<file path="config.mk">
export PLATFORM = sky130hd
export DESIGN_NAME = vis_skid
export DESIGN_NICKNAME = d
export VERILOG_FILES = /design/src/rtl/vis_pkg.sv /design/src/rtl/vis_skid.sv
export SDC_FILE = /design/constraint.sdc
export NUM_CORES = 1
export LEC_CHECK = 0
export ABC_AREA = 0
export CORE_ASPECT_RATIO = 0.6
export CORE_MARGIN = 4
export CORE_UTILIZATION = 50
export DETAILED_ROUTE_END_ITERATION = 16
export DONT_BUFFER_PORTS = 1
export GPL_ROUTABILITY_DRIVEN = 0
export PLACE_DENSITY = 0.74
export SLEW_MARGIN = 15
export SYNTH_ARGS = -nofsm -noshare
export SYNTH_HDL_FRONTEND = slang
export SYNTH_SLANG_ARGS = --single-unit
</file>
<file path="constraint.sdc">
create_clock -name clk_i -period 34.1 [get_ports clk_i]
set_clock_uncertainty 0.1 [all_clocks]
set_input_delay 3.41 -clock clk_i [delete_from_list [all_inputs] [get_ports clk_i]]
set_output_delay 3.41 -clock clk_i [all_outputs]
set_load 0.02 [all_outputs]
</file>
<file path="src/rtl/vis_pkg.sv">
// ----------------------------------------------------------------------------
// vis_pkg : shared types and constants for the vote interval schedule
// Field widths, stream packing offsets, register indexes and the records
// that travel along the divider cell chain.
// ----------------------------------------------------------------------------
package vis_pkg;

  // time and register widths
  localparam int unsigned TIME_BITS    = 40;
  localparam int unsigned OUT_BITS     = TIME_BITS + 1;
  localparam int unsigned REG_BITS     = 17;
  // offsets from midnight, with headroom for start offset and one interval
  localparam int unsigned REL_BITS     = REG_BITS + 2;
  localparam int unsigned CFG_IDX_BITS = 2;

  localparam logic [REG_BITS-1:0] DAY_SECONDS = REG_BITS'(24 * 60 * 60);

  // one cell per quotient bit
  localparam int unsigned MOD_CELLS = TIME_BITS;
  localparam int unsigned DIV_CELLS = REG_BITS;

  // register reset values
  localparam logic [REG_BITS-1:0] INTERVAL_RST     = REG_BITS'(1800);
  localparam logic [REG_BITS-1:0] VOTE_LEAD_RST    = REG_BITS'(300);
  localparam logic [REG_BITS-1:0] PUB_LEAD_RST     = REG_BITS'(300);
  localparam logic [REG_BITS-1:0] START_OFFSET_RST = '0;

  // stream packing
  localparam int unsigned IN_FIELD_BITS  = 3 * TIME_BITS + 2 * REG_BITS;
  localparam int unsigned IN_DATA_BITS   = ((IN_FIELD_BITS + 7) / 8) * 8;
  localparam int unsigned IN_NOW_LSB     = 0;
  localparam int unsigned IN_VA_LSB      = TIME_BITS;
  localparam int unsigned IN_FU_LSB      = 2 * TIME_BITS;
  localparam int unsigned IN_VOTE_LSB    = 3 * TIME_BITS;
  localparam int unsigned IN_DIST_LSB    = 3 * TIME_BITS + REG_BITS;
  localparam int unsigned OUT_FIELD_BITS = 5 * OUT_BITS;
  localparam int unsigned OUT_DATA_BITS  = ((OUT_FIELD_BITS + 7) / 8) * 8;

  typedef enum logic [CFG_IDX_BITS-1:0] {
    REG_INTERVAL     = 2'd0,
    REG_VOTE_LEAD    = 2'd1,
    REG_PUB_LEAD     = 2'd2,
    REG_START_OFFSET = 2'd3
  } cfg_reg_e;

  // per-request values carried untouched along the chain
  typedef struct packed {
    logic [TIME_BITS-1:0] now;
    logic [REG_BITS-1:0]  ivl;
    logic [REG_BITS-1:0]  vote;
    logic [REG_BITS-1:0]  pub;    // distribution delay
    logic                 ok;
    logic [REG_BITS-1:0]  frac;   // seconds since midnight
  } side_t;

  // restoring division record handed from cell to cell
  typedef struct packed {
    logic [REG_BITS-1:0]  rem;
    logic [REG_BITS-1:0]  quo;
    logic [TIME_BITS-1:0] dvd;    // dividend, next bit at the top
    logic [REG_BITS-1:0]  dsr;
    side_t                side;
  } cell_t;

  typedef struct packed {
    logic [OUT_BITS-1:0] start;
    logic [OUT_BITS-1:0] fetch_sig;
    logic [OUT_BITS-1:0] vote_end;
    logic [OUT_BITS-1:0] fetch_votes;
    logic [OUT_BITS-1:0] vote_start;
    logic                bad;
  } res_t;

endpackage

</file>
<file path="src/rtl/vis_skid.sv">
// ----------------------------------------------------------------------------
// vis_skid : output register with one skid entry
// Upstream ready is a register, so the stall does not ripple back
// combinationally from the receiver into the pipeline.
// ----------------------------------------------------------------------------
module vis_skid import vis_pkg::*; (
  input  logic clk_i,
  input  logic rst_ni,
  input  logic push_valid_i,
  output logic push_ready_o,
  input  res_t push_data_i,
  output logic out_valid_o,
  input  logic out_ready_i,
  output res_t out_data_o
);

  logic out_valid_q, out_valid_d;
  logic skid_valid_q, skid_valid_d;
  res_t out_q, skid_q;
  logic push, pop;
  logic load_out_new, load_out_skid, load_skid;

  assign push = push_valid_i && !skid_valid_q;
  assign pop  = out_valid_q && out_ready_i;

  always_comb begin
    out_valid_d   = out_valid_q;
    skid_valid_d  = skid_valid_q;
    load_out_new  = 1'b0;
    load_out_skid = 1'b0;
    load_skid     = 1'b0;
    if (skid_valid_q) begin
      if (pop) begin
        load_out_skid = 1'b1;
        skid_valid_d  = 1'b0;
      end
    end else if (push) begin
      if (!out_valid_q || pop) begin
        load_out_new = 1'b1;
        out_valid_d  = 1'b1;
      end else begin
        load_skid    = 1'b1;
        skid_valid_d = 1'b1;
      end
    end else if (pop) begin
      out_valid_d = 1'b0;
    end
  end

  always_ff @(posedge clk_i or negedge rst_ni) begin
    if (!rst_ni) begin
      out_valid_q  <= 1'b0;
      skid_valid_q <= 1'b0;
    end else begin
      out_valid_q  <= out_valid_d;
      skid_valid_q <= skid_valid_d;
    end
  end

  always_ff @(posedge clk_i) begin
    if (load_out_new) begin
      out_q <= push_data_i;
    end else if (load_out_skid) begin
      out_q <= skid_q;
    end
    if (load_skid) begin
      skid_q <= push_data_i;
    end
  end

  assign push_ready_o = !skid_valid_q;
  assign out_valid_o  = out_valid_q;
  assign out_data_o   = out_q;

endmodule

</file>
==> results.cfg <==
[outcome]
status = complete, no violations

[clock_network]
root_buffer = clkbuf_16
clk_latency_ns = 0.52
post_cts_buffers = 0
postCtsHoldBufs = 0
cts-resized-gates = 0
path_clk_slew_ns = 0.06
htreeDepth = 2
cts_tree = built
cts_buffer_depth = 3
cts_buffers = 37
cts.sinks = 414

[pwr]
power_leakage_nw = 5.355
vdd_drop_max_mv = 0.07461
p_per_area_nw_per_um2 = 88.85

[global_routing]
grt_pass1_wl_um = 43350
grt_antenna_before_repair = 0
grt_max_degree = 84
grt_usage_pct = 17.47
grt_remaining_overflow = 0
grt_pass1_vias = 6534

[drt]
drtAntennaViolNets = 0
drtPass1Iterations = 4
met1_length_um = 11010
drt_iter0_drc = 393
wl_met3_um = 3616
highest_layer = met4
vias = 6249
viasPerCell = 5.655
drc_errors = 0
routedWlPerCell_um = 27.13
wirelength_um = 29980
dr_wl_met2_um = 14840

[finish]
seq_area_um2 = 12420
fin_cells = 1105
fillers = 2106
drive_gt1_share_pct = 18.16
fin_util_pct = 56.71
mostFrequentLayoutCells = edfxtp_1 (412), mux2_1 (140), mux2_2 (66)
mostFrequentLayoutCell = edfxtp_1
syn2layout_area_growth_pct = 10.18
multiInputGateArea_um2 = 2402
fin_nets = 889
antenna_cells = 0

[timing]
fin_crit_sh_pct = 16.25
rsz0062_at_grt = no
slew_viol_final = 0
min_period_ns = 5.540
fmax_mhz = 180.5
setup_violations = 0
slew_headroom_pct = 27.22
worst_pin_slew_ns = 1.092
hold_violations = 0
setup_tns_ns = 0

[floorplanning]
core_area_um2 = 29190
chipWidth_um = 231.8
rows = 48
dieArea_um2 = 32970
start_util_pct = 51.47
pin_count = 418
dieHeight_um = 142.3

[synthesis]
synth_cells = 654
syn_area_um2 = 15020
syn_avg_cell_area_um2 = 22.97
synth_cell_type_count = 14
ys.warnings.count = 0
yosysSeqAreaShare_pct = 82.69
syn_nets = 864
synth-seq-cells = 414

[worst_setup_path]
required_ns = 34.25
endpoint = out_data_o[164]$_DFFE_PP_
reg2reg_depth = 5
startpoint = out_ready_i
start_kind = input pin
worstReg2RegStart = skid_valid_q$_DFF_PN0_
rr_endpoint = out_data_o[119]$_DFFE_PP_
r2r_slack_ns = 30.86
end_kind = flop
cp_data_arrival_time_ns = 5.69
crit_path_max_fanout = 83
crit_type = in -> reg

[min_path]
holdCritPathClass = reg -> reg

[placed_design]
io_buffers = 0
dp.cells = 1040
hpwl_um = 20370

[job]
maxCapViolCount = 0
per-stage QoR:
stage / area (um2) / worst slack, ns / power, mW / hold WS [ns]
3_5_place_dp: 15390 / 28.02 / 1.086 / 0.4167
3_3_place_gp: 15390 / 28.13 / 1.074 / 0.4140
6_report: 16550 / 28.56 / 1.471 / 0.4251
5_1_grt: 16550 / 28.45 / 1.532 / 0.4467
4_1_cts: 16550 / 28.58 / 1.490 / 0.4328
2_1_floorplan: 15020 / 14.53 / 1.098 / 0.4083
final cells by class:
type,instances,share of cell area [%]
flip-flops and latches,414,75.05
multi-input cells,216,14.51
clock buffers,52,6.251
well taps,400,3.024
clock inverters,13,0.7559
repair buffers,8,0.3628
inverters,2,0.04535
synthesized netlist by cell type:
library cell	instances	area, um2
a21boi_0	1	7.510
a21oi_1	2	10.01
buf_2	6	30.03
buf_6	16	180.2
dfrtp_1	2	50.05
edfxtp_1	412	12370
inv_1	2	7.510
mux2_1	140	1577
mux2_2	66	743.2
nand2_1	3	11.26
nand2b_2	1	8.760
nand3_4	1	17.52
nor2_1	1	3.750
o21ai_0	1	5.000
cell families (layout without fill, tap and decap cells):
family | Yosys count | after routing | share of synthesized area, %
AO/OA/AOI/OAI | 4 | 4 | 0.1499
AND/OR/NAND/NOR | 6 | 6 | 0.2748
multiplexers | 206 | 206 | 15.44
buffers and inverters | 24 | 75 | 1.449
flip-flops | 414 | 414 | 82.69
layer usage:
metal,up-vias,GRT usage [%]
met5,-,0
met4,0,4.494
met3,53,9.120
met2,288,28.90
met1,3248,20.43
li1,2660,-
worst max-delay path, cell delays in order:
cell	delay (ns)
nand2b_2	0.21
nand3_4	0.61
buf_4	0.96
mux2_1	0.41
where the power goes:
group | internal [mW] | leakage, nW | total [mW] | switching, mW
logic | 0.0545 | 0.929 | 0.166 | 0.112
registers | 0.737 | 3.86 | 0.903 | 0.166
clock network | 0.228 | 0.564 | 0.402 | 0.174
sequential cells by signal, indices dropped and copies added (netlist names):
| name | cells |
|---|---|
| skid_q | 206 |
| skid_valid_q | 1 |
| out_data_o | 206 |
| out_valid_o | 1 |
worst min path at each step:
stage                                from                   endpoint  slack [ns]  cells after the start
floorplan           skid_q[100]$_DFFE_PP_  out_data_o[100]$_DFFE_PP_        0.41                      1
global placement    skid_q[109]$_DFFE_PP_  out_data_o[109]$_DFFE_PP_        0.41                      1
detailed placement   skid_q[74]$_DFFE_PP_   out_data_o[74]$_DFFE_PP_        0.42                      1
CTS                  skid_q[86]$_DFFE_PP_   out_data_o[86]$_DFFE_PP_        0.43                      1
global route        skid_q[105]$_DFFE_PP_  out_data_o[105]$_DFFE_PP_        0.45                      1
finish              skid_q[184]$_DFFE_PP_  out_data_o[184]$_DFFE_PP_        0.43                      1
Power figures use the tool's default switching activity.
