===== config.mk =====
export PLATFORM = sky130hd
export DESIGN_NAME = vis_cell
export DESIGN_NICKNAME = d
export VERILOG_FILES = /design/src/rtl/vis_pkg.sv /design/src/rtl/vis_cell.sv
export SDC_FILE = /design/constraint.sdc
export NUM_CORES = 1
export LEC_CHECK = 0
export BUFFER_PORTS_ARGS = -buffer_cell sky130_fd_sc_hd__buf_2
export CAP_MARGIN = 15
export CORE_AREA = 2 2 159 161
export CTS_CLUSTER_SIZE = 40
export DETAILED_ROUTE_END_ITERATION = 16
export DIE_AREA = 0 0 161 163
export GPL_TIMING_DRIVEN = 0
export PLACE_DENSITY_LB_ADDON = 0.1
export SYNTH_ARGS = -nofsm -noshare
export SYNTH_HDL_FRONTEND = slang
export SYNTH_SLANG_ARGS = --single-unit

===== constraint.sdc =====
create_clock -name clk_i -period 0.8 [get_ports clk_i]
set_input_delay 0.24 -clock clk_i [delete_from_list [all_inputs] [get_ports clk_i]]
set_output_delay 0.24 -clock clk_i [all_outputs]
set_load 0.005 [all_outputs]

===== src/rtl/vis_pkg.sv =====
// ----------------------------------------------------------------------------
// vis_pkg : shared types and constants for the vote interval schedule
// Field widths, stream packing offsets, register indexes and the records
// that travel along the divider cell chain.
// ----------------------------------------------------------------------------
package vis_pkg;

  // time and register widths
  localparam int unsigned TIME_BITS    = 40;
  localparam int unsigned OUT_BITS     = TIME_BITS + 1;
  localparam int unsigned REG_BITS     = 17;
  // offsets from midnight, with headroom for start offset and one interval
  localparam int unsigned REL_BITS     = REG_BITS + 2;
  localparam int unsigned CFG_IDX_BITS = 2;

  localparam logic [REG_BITS-1:0] DAY_SECONDS = REG_BITS'(24 * 60 * 60);

  // one cell per quotient bit
  localparam int unsigned MOD_CELLS = TIME_BITS;
  localparam int unsigned DIV_CELLS = REG_BITS;

  // register reset values
  localparam logic [REG_BITS-1:0] INTERVAL_RST     = REG_BITS'(1800);
  localparam logic [REG_BITS-1:0] VOTE_LEAD_RST    = REG_BITS'(300);
  localparam logic [REG_BITS-1:0] PUB_LEAD_RST     = REG_BITS'(300);
  localparam logic [REG_BITS-1:0] START_OFFSET_RST = '0;

  // stream packing
  localparam int unsigned IN_FIELD_BITS  = 3 * TIME_BITS + 2 * REG_BITS;
  localparam int unsigned IN_DATA_BITS   = ((IN_FIELD_BITS + 7) / 8) * 8;
  localparam int unsigned IN_NOW_LSB     = 0;
  localparam int unsigned IN_VA_LSB      = TIME_BITS;
  localparam int unsigned IN_FU_LSB      = 2 * TIME_BITS;
  localparam int unsigned IN_VOTE_LSB    = 3 * TIME_BITS;
  localparam int unsigned IN_DIST_LSB    = 3 * TIME_BITS + REG_BITS;
  localparam int unsigned OUT_FIELD_BITS = 5 * OUT_BITS;
  localparam int unsigned OUT_DATA_BITS  = ((OUT_FIELD_BITS + 7) / 8) * 8;

  typedef enum logic [CFG_IDX_BITS-1:0] {
    REG_INTERVAL     = 2'd0,
    REG_VOTE_LEAD    = 2'd1,
    REG_PUB_LEAD     = 2'd2,
    REG_START_OFFSET = 2'd3
  } cfg_reg_e;

  // per-request values carried untouched along the chain
  typedef struct packed {
    logic [TIME_BITS-1:0] now;
    logic [REG_BITS-1:0]  ivl;
    logic [REG_BITS-1:0]  vote;
    logic [REG_BITS-1:0]  pub;    // distribution delay
    logic                 ok;
    logic [REG_BITS-1:0]  frac;   // seconds since midnight
  } side_t;

  // restoring division record handed from cell to cell
  typedef struct packed {
    logic [REG_BITS-1:0]  rem;
    logic [REG_BITS-1:0]  quo;
    logic [TIME_BITS-1:0] dvd;    // dividend, next bit at the top
    logic [REG_BITS-1:0]  dsr;
    side_t                side;
  } cell_t;

  typedef struct packed {
    logic [OUT_BITS-1:0] start;
    logic [OUT_BITS-1:0] fetch_sig;
    logic [OUT_BITS-1:0] vote_end;
    logic [OUT_BITS-1:0] fetch_votes;
    logic [OUT_BITS-1:0] vote_start;
    logic                bad;
  } res_t;

endpackage


===== src/rtl/vis_cell.sv =====
// ----------------------------------------------------------------------------
// vis_cell : one restoring division step
// Shifts the next dividend bit into the remainder, subtracts the divisor
// when it fits and records the quotient bit. Registered output.
// ----------------------------------------------------------------------------
module vis_cell import vis_pkg::*; (
  input  logic  clk_i,
  input  logic  rst_ni,
  input  logic  en_i,
  input  logic  valid_i,
  input  cell_t cell_i,
  output logic  valid_o,
  output cell_t cell_o
);

  logic              valid_q;
  cell_t             cell_q, cell_d;
  logic [REG_BITS:0] trial, diff;
  logic              fits;

  always_comb begin
    trial = {cell_i.rem, cell_i.dvd[TIME_BITS-1]};
    diff  = trial - {1'b0, cell_i.dsr};
    fits  = trial >= {1'b0, cell_i.dsr};
    cell_d      = cell_i;
    cell_d.rem  = fits ? diff[REG_BITS-1:0] : trial[REG_BITS-1:0];
    cell_d.quo  = {cell_i.quo[REG_BITS-2:0], fits};
    cell_d.dvd  = {cell_i.dvd[TIME_BITS-2:0], 1'b0};
  end

  always_ff @(posedge clk_i or negedge rst_ni) begin
    if (!rst_ni) begin
      valid_q <= 1'b0;
    end else if (en_i) begin
      valid_q <= valid_i;
    end
  end

  always_ff @(posedge clk_i) begin
    if (en_i) begin
      cell_q <= cell_d;
    end
  end

  assign valid_o = valid_q;
  assign cell_o  = cell_q;

endmodule


==> results.py <==
metrics = {
    "timing": {
        "fin_ws_ns": -1.12,
        "final.period_utilization_pct": 240,
        "clock_skew_ns": 0,
        "worst_pin_slew_ns": 0.508,
        "setup_tns_ns": -93.98,
        "report.final.slew_viol_count": 0,
        "fmax_ghz": 0.521,
        "setup_viol": 218,
        "rsz0062_at_grt": "true",
        "hold_viol": 0,
        "layout_min_cycle_time_ns": 1.92,
        "relSlewSlack_pct": 65.9,
    },
    "pwr": {
        "seqPwrFrac_pct": 50.0,
        "p_int_w": 0.0191,
        "powerDensity_nw_per_um2": 2050,
        "pwr-share-clk_pct": 34.6,
        "total_power_w": 0.0255,
        "p_sw_share_pct": 25.3,
        "p_leak_nw": 5.32,
        "vdd_drop_max_uv": 1350,
        "p_sw_w": 0.00647,
        "p_comb_share_pct": 15.4,
    },
    "logic_synthesis": {
        "synthArstFlopShare_pct": 0.500,
        "synth_area_per_cell_um2": 20.3,
        "synth-seq-cells": 200,
        "synth_nets": 577,
        "synth_largest_area_cell": "edfxtp_1",
        "synth_top_area_share_pct": 82.9,
        "yosys-top-cells-area": "edfxtp_1 (83%), ha_1 (3.0%), mux2_4 (2.1%)",
        "synth-seq-area-share_pct": 83.3,
        "yosys_most_used_dff": "edfxtp_1",
        "synth_edf_count": 199,
        "synth_cell_type_count": 49,
        "ys_warn_count": 0,
        "syn_area_um2": 7210,
        "synth_cells": 355,
    },
    "grt": {
        "grt-busiest-layer": "met2",
        "grt_overflow": 0,
        "gr-usage-met1_pct": 18.2,
        "grt_pass1_vias": 5707,
        "grt_max_degree": 60,
        "grt_pass1_wl_um": 32700,
        "grtUsageMet3_pct": 5.17,
        "use_met2_pct": 30.6,
        "antenna_found_initial": 2,
        "grtUsageTotal_pct": 16.6,
    },
    "drt": {
        "drcViolationCount": 0,
        "firstDrtPassIters": 4,
        "wl_per_cell_um": 17.4,
        "antenna_left": 0,
        "wl_um": 22800,
        "drtIter0Drc": 279,
        "vias": 5477,
        "via_per_inst": 4.17,
    },
    "run_status": {
        "violations": "negative setup slack",
        "outcome": "finished, violations left",
    },
    "die": {
        "die_area_um2": 26200,
        "core-area_um2": 24700,
        "row_count": 58,
        "die_w_um": 161,
        "io_pins": 405,
        "start_util_pct": 29.2,
        "fp.dieH_um": 163,
    },
    "final_layout": {
        "final_util_pct": 50.5,
        "final_common_cell": "buf_2",
        "nNetsFinal": 1190,
        "design_area_um2": 12500,
        "area_growth_pct": 73.0,
        "drive_above_1_share_pct": 50.4,
        "layout_common_cells": "buf_2 (396), edfxtp_1 (199), dlygate4sd3_1 (179)",
    },
    "setup_path": {
        "timing.rr.start": "valid_o",
        "critPathKind": "primary input to flip-flop",
        "worst-path-max-fanout": 6,
        "end_kind": "flip-flop",
        "reg2reg_to": "valid_o",
        "crit_path_start_kind": "primary input",
        "cp.required_ns": 0.98,
        "r2r_slack_ns": 0.04,
        "reg2regPathDepth": 1,
        "crit_path_start": "cell_i[165]",
        "endpoint": "cell_o[195]",
        "cp.arrival_ns": 2.10,
    },
    "placement": {
        "place_area_um2": 9710,
        "dp_hpwl_um": 15800,
        "port_buffers": 402,
        "gp_congestion": 0.793,
    },
    "clock_tree": {
        "cts_tree": "done",
        "clockBufferDepth": 2,
        "clkTransAtPathRegs_ns": 0.08,
        "h-tree-depth": 4,
        "cts-root-buf": "clkbuf_16",
        "cts_sinks": 200,
        "clk-insertion-delay-late_ns": 0.43,
        "cts_made_buffers": 17,
    },
    "worst_hold_path": {
        "min_path_type": "primary input to flip-flop",
        "min-delay-start": "cell_i[117]",
    },
    "job": {
        "max_cap_viol_count": 0,
    },
}
==> area by class of cell <==
class	instances	area, um2
Timing Repair Buffer	594	4040
Buffer	1	7.51
Multi-Input combinational cell	130	1250
Inverter	23	115
Tap cell	330	413
Timing Repair inverter	1	16.3
Antenna cell	3	7.51
Clock buffer	17	425
Fill cell	2212	12200
Clock inverter	15	191
Sequential cell	200	6000
==> power by group through the flow <==
stage	combinational, W	sequential [W]	clock (W)
after floorplan	0.000891	0.0131	0
final	0.00393	0.0128	0.00883
after detailed placement	0.00297	0.0130	0
after global placement	0.00294	0.0130	0
after CTS	0.00392	0.0127	0.00910
after global routing	0.00426	0.0128	0.00946
==> per-layer routing <==
layer	part of all wire, %	up-vias
met5	0	-
met4	1.9	0
met3	7.2	25
met2	53	211
met1	38	2633
li1	-	2608
==> worst max-delay path, cell delays in order <==
cell and delay [ns]:
buf_12 0.11, inv_12 0.04, ha_4 0.11, inv_2 0.03
fa_2 0.36, a21oi_4 0.17, or3_4 0.15, a21oi_4 0.06
o21bai_4 0.14, and2_4 0.31, inv_12 0.06, mux2_4 0.30
==> state kept, by name, summed over array words and instances (netlist names) <==
name	cells
cell_o	199
valid_o	1
==> how the worst min path moves through the flow <==
| stage | end | slack [ns] | depth (start not counted) |
|---|---|---|---|
| after detailed placement | valid_o | 0.02 | 1 |
| after CTS | cell_o[121] | 0.0007 | 1 |
| after global routing | cell_o[121] | 0.001 | 1 |
| after floorplan | valid_o | -0.06 | 0 |
| final | cell_o[117] | 0.01 | 1 |
| after global placement | valid_o | 0.02 | 1 |
==> repair_timing <==
action | 4_1_cts | 5_1_grt
resized for setup | 28 | 20
buffers inserted | 8 | 3
gates cloned | 3 | 0
endpoints found under the hold margin | 179 | 0
pin swaps | 7 | 4
hold buffers | 179 | 0
setup endpoints to repair | 337 | 218
==> synthesized netlist by cell type (2+ instances only) <==
library cell,instances
edfxtp_1,199
inv_1,22
ha_1,17
a21oi_1,13
mux2_4,10
nand2_1,9
xnor2_1,8
nand3_1,7
o21ai_0,7
nor2_1,6
nor3_1,4
a21boi_0,3
a21o_1,3
and2_1,3
nand2b_1,3
o31ai_2,3
xor2_1,3
o21a_1,2
o21bai_1,2
o2bb2ai_1,2
==> cell families after synthesis <==
kind of cell    synth area share (%)
other cells                   0.0520
buf+inv                         1.75
flops                           83.3
compound gates                  4.90
mux                             2.38
simple gates                    3.07
xor+xnor                        1.34
fa+ha+maj                       3.23
==> stage by stage <==
stage	setup WS (ns)	cells	hold WS, ns
5_1_grt	-1.17	1313	0.00138
2_1_floorplan	-1.50	355	-0.0556
3_5_place_dp	-1.88	1088	0.0154
3_3_place_gp	-3.19	1087	0.0151
6_report	-1.12	1314	0.0138
4_1_cts	-1.12	1309	0.000674
No activity file was read; power rests on OpenSTA's default activity.
