**src/rtl/vis_pkg.sv**
```systemverilog
// ----------------------------------------------------------------------------
// vis_pkg : shared types and constants for the vote interval schedule
// Field widths, stream packing offsets, register indexes and the records
// that travel along the divider cell chain.
// ----------------------------------------------------------------------------
package vis_pkg;

  // time and register widths
  localparam int unsigned TIME_BITS    = 40;
  localparam int unsigned OUT_BITS     = TIME_BITS + 1;
  localparam int unsigned REG_BITS     = 17;
  // offsets from midnight, with headroom for start offset and one interval
  localparam int unsigned REL_BITS     = REG_BITS + 2;
  localparam int unsigned CFG_IDX_BITS = 2;

  localparam logic [REG_BITS-1:0] DAY_SECONDS = REG_BITS'(24 * 60 * 60);

  // one cell per quotient bit
  localparam int unsigned MOD_CELLS = TIME_BITS;
  localparam int unsigned DIV_CELLS = REG_BITS;

  // register reset values
  localparam logic [REG_BITS-1:0] INTERVAL_RST     = REG_BITS'(1800);
  localparam logic [REG_BITS-1:0] VOTE_LEAD_RST    = REG_BITS'(300);
  localparam logic [REG_BITS-1:0] PUB_LEAD_RST     = REG_BITS'(300);
  localparam logic [REG_BITS-1:0] START_OFFSET_RST = '0;

  // stream packing
  localparam int unsigned IN_FIELD_BITS  = 3 * TIME_BITS + 2 * REG_BITS;
  localparam int unsigned IN_DATA_BITS   = ((IN_FIELD_BITS + 7) / 8) * 8;
  localparam int unsigned IN_NOW_LSB     = 0;
  localparam int unsigned IN_VA_LSB      = TIME_BITS;
  localparam int unsigned IN_FU_LSB      = 2 * TIME_BITS;
  localparam int unsigned IN_VOTE_LSB    = 3 * TIME_BITS;
  localparam int unsigned IN_DIST_LSB    = 3 * TIME_BITS + REG_BITS;
  localparam int unsigned OUT_FIELD_BITS = 5 * OUT_BITS;
  localparam int unsigned OUT_DATA_BITS  = ((OUT_FIELD_BITS + 7) / 8) * 8;

  typedef enum logic [CFG_IDX_BITS-1:0] {
    REG_INTERVAL     = 2'd0,
    REG_VOTE_LEAD    = 2'd1,
    REG_PUB_LEAD     = 2'd2,
    REG_START_OFFSET = 2'd3
  } cfg_reg_e;

  // per-request values carried untouched along the chain
  typedef struct packed {
    logic [TIME_BITS-1:0] now;
    logic [REG_BITS-1:0]  ivl;
    logic [REG_BITS-1:0]  vote;
    logic [REG_BITS-1:0]  pub;    // distribution delay
    logic                 ok;
    logic [REG_BITS-1:0]  frac;   // seconds since midnight
  } side_t;

  // restoring division record handed from cell to cell
  typedef struct packed {
    logic [REG_BITS-1:0]  rem;
    logic [REG_BITS-1:0]  quo;
    logic [TIME_BITS-1:0] dvd;    // dividend, next bit at the top
    logic [REG_BITS-1:0]  dsr;
    side_t                side;
  } cell_t;

  typedef struct packed {
    logic [OUT_BITS-1:0] start;
    logic [OUT_BITS-1:0] fetch_sig;
    logic [OUT_BITS-1:0] vote_end;
    logic [OUT_BITS-1:0] fetch_votes;
    logic [OUT_BITS-1:0] vote_start;
    logic                bad;
  } res_t;

endpackage

```
**src/rtl/vis_tail.sv**
```systemverilog
// ----------------------------------------------------------------------------
// vis_tail : schedule arithmetic after the divider chain
// Four stages: next boundary and delay clamp, day clamp plus offset,
// step back, then absolute start; deadlines are formed on the way out.
// ----------------------------------------------------------------------------
module vis_tail import vis_pkg::*; (
  input  logic                clk_i,
  input  logic                rst_ni,
  input  logic                en_i,
  input  logic                valid_i,
  input  cell_t               cell_i,
  input  logic [REG_BITS-1:0] start_offset_i,
  output logic                valid_o,
  output res_t                res_o
);

  // stage 1
  logic                 p1_valid_q;
  logic [TIME_BITS-1:0] p1_midnight_q, p1_midnight_d;
  logic [REL_BITS-1:0]  p1_next_q, p1_next_d;
  logic [REG_BITS-1:0]  p1_frac_q, p1_ivl_q, p1_vote_q, p1_vote_d, p1_dist_q, p1_dist_d;
  logic                 p1_ok_q;
  logic [REG_BITS:0]    delay_sum;
  logic                 delay_long;

  // stage 2
  logic                 p2_valid_q;
  logic [TIME_BITS-1:0] p2_midnight_q;
  logic [REL_BITS-1:0]  p2_next_q, p2_next_d, day_next;
  logic [REG_BITS-1:0]  p2_frac_q, p2_ivl_q, p2_vote_q, p2_dist_q;
  logic                 p2_ok_q;

  // stage 3
  logic                 p3_valid_q;
  logic [TIME_BITS-1:0] p3_midnight_q;
  logic [REL_BITS-1:0]  p3_rel_q, p3_rel_d, step_limit;
  logic [REL_BITS-1:0]  p3_dhalf_q, p3_dfull_q, p3_dvhalf_q, p3_dvfull_q;
  logic                 p3_ok_q;

  // stage 4
  logic                 p4_valid_q;
  logic [OUT_BITS-1:0]  p4_start_q;
  logic [REL_BITS-1:0]  p4_dhalf_q, p4_dfull_q, p4_dvhalf_q, p4_dvfull_q;
  logic                 p4_ok_q;

  // next boundary = midnight + (q+1)*ivl, and (q*ivl) = frac - rem
  always_comb begin
    p1_midnight_d = cell_i.side.now - TIME_BITS'(cell_i.side.frac);
    p1_next_d     = REL_BITS'(cell_i.side.frac) - REL_BITS'(cell_i.rem)
                  + REL_BITS'(cell_i.side.ivl);
    delay_sum     = {1'b0, cell_i.side.vote} + {1'b0, cell_i.side.pub};
    delay_long    = delay_sum > {2'b00, cell_i.side.ivl[REG_BITS-1:1]};
    p1_vote_d     = delay_long ? (cell_i.side.ivl >> 2) : cell_i.side.vote;
    p1_dist_d     = delay_long ? (cell_i.side.ivl >> 2) : cell_i.side.pub;
  end

  // never past next midnight; short final interval folds into tomorrow
  always_comb begin
    day_next = (p1_next_q > REL_BITS'(DAY_SECONDS)) ? REL_BITS'(DAY_SECONDS) : p1_next_q;
    if (day_next + REL_BITS'(p1_ivl_q >> 1) > REL_BITS'(DAY_SECONDS)) begin
      day_next = REL_BITS'(DAY_SECONDS);
    end
    p2_next_d = day_next + REL_BITS'(start_offset_i);
  end

  // step back one interval when the offset overshoots now
  always_comb begin
    step_limit = REL_BITS'(p2_frac_q) + REL_BITS'(p2_ivl_q);
    p3_rel_d   = (p2_next_q > step_limit) ? p2_next_q - REL_BITS'(p2_ivl_q) : p2_next_q;
  end

  always_ff @(posedge clk_i or negedge rst_ni) begin
    if (!rst_ni) begin
      p1_valid_q <= 1'b0;
      p2_valid_q <= 1'b0;
      p3_valid_q <= 1'b0;
      p4_valid_q <= 1'b0;
    end else if (en_i) begin
      p1_valid_q <= valid_i;
      p2_valid_q <= p1_valid_q;
      p3_valid_q <= p2_valid_q;
      p4_valid_q <= p3_valid_q;
    end
  end

  always_ff @(posedge clk_i) begin
    if (en_i) begin
      p1_midnight_q <= p1_midnight_d;
      p1_next_q     <= p1_next_d;
      p1_frac_q     <= cell_i.side.frac;
      p1_ivl_q      <= cell_i.side.ivl;
      p1_vote_q     <= p1_vote_d;
      p1_dist_q     <= p1_dist_d;
      p1_ok_q       <= cell_i.side.ok;

      p2_midnight_q <= p1_midnight_q;
      p2_next_q     <= p2_next_d;
      p2_frac_q     <= p1_frac_q;
      p2_ivl_q      <= p1_ivl_q;
      p2_vote_q     <= p1_vote_q;
      p2_dist_q     <= p1_dist_q;
      p2_ok_q       <= p1_ok_q;

      p3_midnight_q <= p2_midnight_q;
      p3_rel_q      <= p3_rel_d;
      p3_dhalf_q    <= REL_BITS'(p2_dist_q >> 1);
      p3_dfull_q    <= REL_BITS'(p2_dist_q);
      p3_dvhalf_q   <= REL_BITS'(p2_dist_q) + REL_BITS'(p2_vote_q >> 1);
      p3_dvfull_q   <= REL_BITS'(p2_dist_q) + REL_BITS'(p2_vote_q);
      p3_ok_q       <= p2_ok_q;

      p4_start_q    <= OUT_BITS'(p3_midnight_q) + OUT_BITS'(p3_rel_q);
      p4_dhalf_q    <= p3_dhalf_q;
      p4_dfull_q    <= p3_dfull_q;
      p4_dvhalf_q   <= p3_dvhalf_q;
      p4_dvfull_q   <= p3_dvfull_q;
      p4_ok_q       <= p3_ok_q;
    end
  end

  // bad interval: all times zero
  always_comb begin
    res_o = '0;
    res_o.bad = !p4_ok_q;
    if (p4_ok_q) begin
      res_o.start       = p4_start_q;
      res_o.fetch_sig   = p4_start_q - OUT_BITS'(p4_dhalf_q);
      res_o.vote_end    = p4_start_q - OUT_BITS'(p4_dfull_q);
      res_o.fetch_votes = p4_start_q - OUT_BITS'(p4_dvhalf_q);
      res_o.vote_start  = p4_start_q - OUT_BITS'(p4_dvfull_q);
    end
  end

  assign valid_o = p4_valid_q;

endmodule

```
**config.mk**
```make
export PLATFORM = sky130hd
export DESIGN_NAME = vis_tail
export DESIGN_NICKNAME = d
export VERILOG_FILES = /design/src/rtl/vis_pkg.sv /design/src/rtl/vis_tail.sv
export SDC_FILE = /design/constraint.sdc
export NUM_CORES = 1
export LEC_CHECK = 0
export BUFFER_PORTS_ARGS = -buffer_cell sky130_fd_sc_hd__buf_2
export CAP_MARGIN = 0
export CORE_MARGIN = 4
export CORE_UTILIZATION = 51
export DETAILED_ROUTE_END_ITERATION = 6
export HOLD_SLACK_MARGIN = 0.15
export MAX_ROUTING_LAYER = met4
export PLACE_DENSITY = 0.77
export SETUP_SLACK_MARGIN = 0.02
export SYNTH_ARGS = -nofsm -noshare
export SYNTH_HDL_FRONTEND = slang
export SYNTH_SLANG_ARGS = --single-unit
```
**constraint.sdc**
```tcl
create_clock -name clk_i -period 9.2 [get_ports clk_i]
set_clock_uncertainty 0.1 [all_clocks]
set_input_delay 0.46 -clock clk_i [delete_from_list [all_inputs] [get_ports clk_i]]
set_output_delay 0.46 -clock clk_i [all_outputs]
set_load 0.02 [all_outputs]
```
==> flow_metrics.env <==
export IMPL_timing_final_ws_setup_ns=1.22
export IMPL_power_density_mw_per_mm2=246
export IMPL_fmax_mhz=125
export IMPL_fillCellCount=4880
export IMPL_clk_pin_slew_ns=0.06
export IMPL_grt_pass1_wl_microns=117000
export IMPL_hold_violations=0
export IMPL_synth_seq_cells=468
export IMPL_hpwl_microns=58100
export IMPL_yosysMostFrequentCell="edfxtp_1"
export IMPL_dp_cells=3987
export IMPL_cts_sinks=468
export IMPL_cts_htree_levels=2
export IMPL_drc=0
export IMPL_num_rows=89
export IMPL_numCtsBuffers=48
export IMPL_final_cells=4171
export IMPL_path_class="reg -> reg"
export IMPL_ctsRootBufferMaster="clkbuf_16"
export IMPL_cp_common_cell="o21ai_0"
export IMPL_area_growth_pct=17.1
export IMPL_peakVddDrop_mv=0.140
export IMPL_synth_nets=3417
export IMPL_ios=428
export IMPL_final_nets=3882
export IMPL_yosysWarnings=0
export IMPL_antenna_found_initial=5
export IMPL_grt_max_degree=86
export IMPL_grt_pass1_vias=22705
export IMPL_worstPathArrival_ns=8.22
export IMPL_critPathLaunch="p1_next_q[0]"
export IMPL_slew_headroom_pct=17.4
export IMPL_outcome="finished clean"
export IMPL_synthTopCellsByCount="edfxtp_1 (464), ha_1 (290), nor2_1 (267), inv_1 (227), a21oi_1 (159)"
export IMPL_synth_top_area_share_pct=45.5
export IMPL_syn_inst=2891
export IMPL_ff_latch_area_sq_mm=0.0140
export IMPL_die_height_microns=253
export IMPL_numPortBuffers=353
export IMPL_leakagePower_nw=15.4
export IMPL_worstSkewPairLatency_ns=0.59
export IMPL_fin_tns_setup_ns=0
export IMPL_drt_wl_total_microns=75000
export IMPL_start_util_pct=51.7
export IMPL_core_area_sq_mm=0.0592
export IMPL_wl_per_cell_microns=18.0
export IMPL_period_minus_slack_ns=7.98
export IMPL_clockBufferDepth=3
export IMPL_ys_seq_area_share_pct=45.8
export IMPL_p_total_w=0.00882
export IMPL_rsz0062_at_grt="no"
export IMPL_gr_total_overflow=0
export IMPL_synthArstFlopShare_pct=0.855
export IMPL_dieArea_sq_mm=0.0641
export IMPL_syn_area_per_cell_sq_um=10.6
export IMPL_viasPerCell=5.55
export IMPL_worstPathRequired_ns=9.44
export IMPL_drv_slew=0
export IMPL_min_from="cell_i[93]"
export IMPL_post_cts_buffers=0
export IMPL_crit_path_start_kind="flip-flop"
export IMPL_dieWidth_microns=253
export IMPL_setup_violations=0
export IMPL_yosysTopAreaCell="edfxtp_1"
export IMPL_syn_cell_area_sq_mm=0.0306
export IMPL_final_util_pct=60.6
export IMPL_dr_pass1_iters=7
export IMPL_timing_final_crit_share_pct=86.8
export IMPL_max_stage_delay_ns=0.54
export IMPL_reg2reg_from="p1_next_q[0]"
export IMPL_worstSetupEndpointType="flip-flop"
export IMPL_max_cap_violations=0
export IMPL_cpMaxStageDelayCell="o31ai_1"
export IMPL_ant_nets=0
export IMPL_globalRouteTotalUtil_pct=23.4
export IMPL_min_delay_path_class="in -> reg"
export IMPL_cts_tree="built"
export IMPL_vias=23134
export IMPL_drive_above_1_share_pct=15.1
export IMPL_synth_area_leaders="edfxtp_1 (45%), ha_1 (12%), xnor2_1 (4.3%), nor2_1 (3.3%), inv_1 (2.8%)"
export IMPL_synth_edf_count=464
export IMPL_multi_input_area_sq_mm=0.0156
export IMPL_ys_dominant_reg_cell="edfxtp_1"
export IMPL_synth_cell_types=77
export IMPL_critical_path_max_fanout=27
export IMPL_tightest_slew_ns=1.22
export IMPL_pre_cts_slack_ns=1.30
export IMPL_drt_iter0_drc=1450
export IMPL_routabilityCongestion=0.907
-- cells by family after synthesis --
| group | synth area share, % |
|---|---|
| multiplexers | 3.91 |
| buffers and inverters | 3.43 |
| other | 0.0122 |
| flip-flops | 45.8 |
| AND/OR/NAND/NOR | 14.6 |
| adder cells (fa/ha/maj) | 12.8 |
| XOR/XNOR | 6.86 |
| AO/OA/AOI/OAI | 12.6 |
-- registers in the layout, summed over array words and instances (netlist names), 18 cells and up --
signal,flops
p4_dvfull_q,18
p1_next_q,19
p3_midnight_q,40
p4_dvhalf_q,18
p3_dvfull_q,18
p3_dvhalf_q,18
p1_midnight_q,40
p2_next_q,19
p3_rel_q,19
p2_midnight_q,40
p4_start_q,41
-- cell usage in the layout, fill, tap and decap left out, types with 9 or more instances in the layout --
cell,count
buf_4,18
nor2_1,267
nand3_1,74
o21ai_0,123
xnor2_1,151
inv_1,226
and2_1,47
nor4_1,18
and3_1,26
clkinv_2,9
a21oi_1,159
ha_1,290
a211oi_1,31
nor3b_1,13
nor2b_1,48
nor3_1,87
mux2i_1,78
fa_1,15
nand2b_1,61
mux2_2,37
or2_2,11
dlygate4sd3_1,92
o21bai_1,26
o31ai_1,11
a31oi_1,21
nand2_1,149
or3_1,47
a21boi_0,14
o211ai_1,16
nand4_1,15
edfxtp_1,464
clkbuf_16,49
a21o_1,56
buf_2,352
o21a_1,43
xor2_1,89
-- critical path: cells and delay by family, from the launching register on --
family,cells,cell delay [ns]
AO/OA/AOI/OAI,16,4.46
flip-flops,1,0.42
buffers and inverters,3,0.42
XOR/XNOR,2,0.25
adder cells (fa/ha/maj),4,1.03
AND/OR/NAND/NOR,6,1.02
-- path summary, 6_finish.rpt --
check                                         end  slack, ns  cells after the start
worst min-delay path            p1_midnight_q[24]       0.18                      2
worst max register to register      p2_next_q[16]       1.22                     31
min in group asynchronous              p3_valid_q       0.66                      3
worst max-delay path                p2_next_q[16]       1.22                     31
worst min register to register      p2_vote_q[14]       0.31                      0
max in group asynchronous                 valid_o       8.17                      3
-- final cells by class --
type	count	share of cell area, %
Clock buffer	54	3.47
Clock inverter	34	1.03
Timing Repair Buffer	463	7.90
Inverter	227	2.37
Multi-Input combinational cell	2148	43.4
Antenna cell	4	0.0279
Sequential cell	468	39.1
Tap cell	773	2.70
-- per-layer routing --
metal,global-route usage [%],vias to the layer above,routed length (microns)
li1,-,11522,-
met1,30.0,10875,32600
met2,40.2,600,37200
met3,2.03,137,3100
met4,6.81,0,2190
met5,-,-,0
-- power by group --
group / internal (W) / switching (W) / leakage, nW / total [W]
Clock: 0.00115 / 0.000829 / 0.780 / 0.00198
Combinational: 0.00154 / 0.00230 / 10.0 / 0.00384
Sequential: 0.00278 / 0.000221 / 4.59 / 0.00300
-- stage by stage --
step	hold WS [ns]	instance area [sq um]
after global routing	0.155	35900
after global placement	0.166	33300
after CTS	0.152	35900
after detailed placement	0.169	33300
final	0.184	35900
after floorplan	0.0644	30600
-- repair_timing --
action                    in CTS  in global routing
hold endpoints to repair      94                  1
hold buffers                  91                  1
gates resized for setup        0                  0
Power figures use the tool's default switching activity.
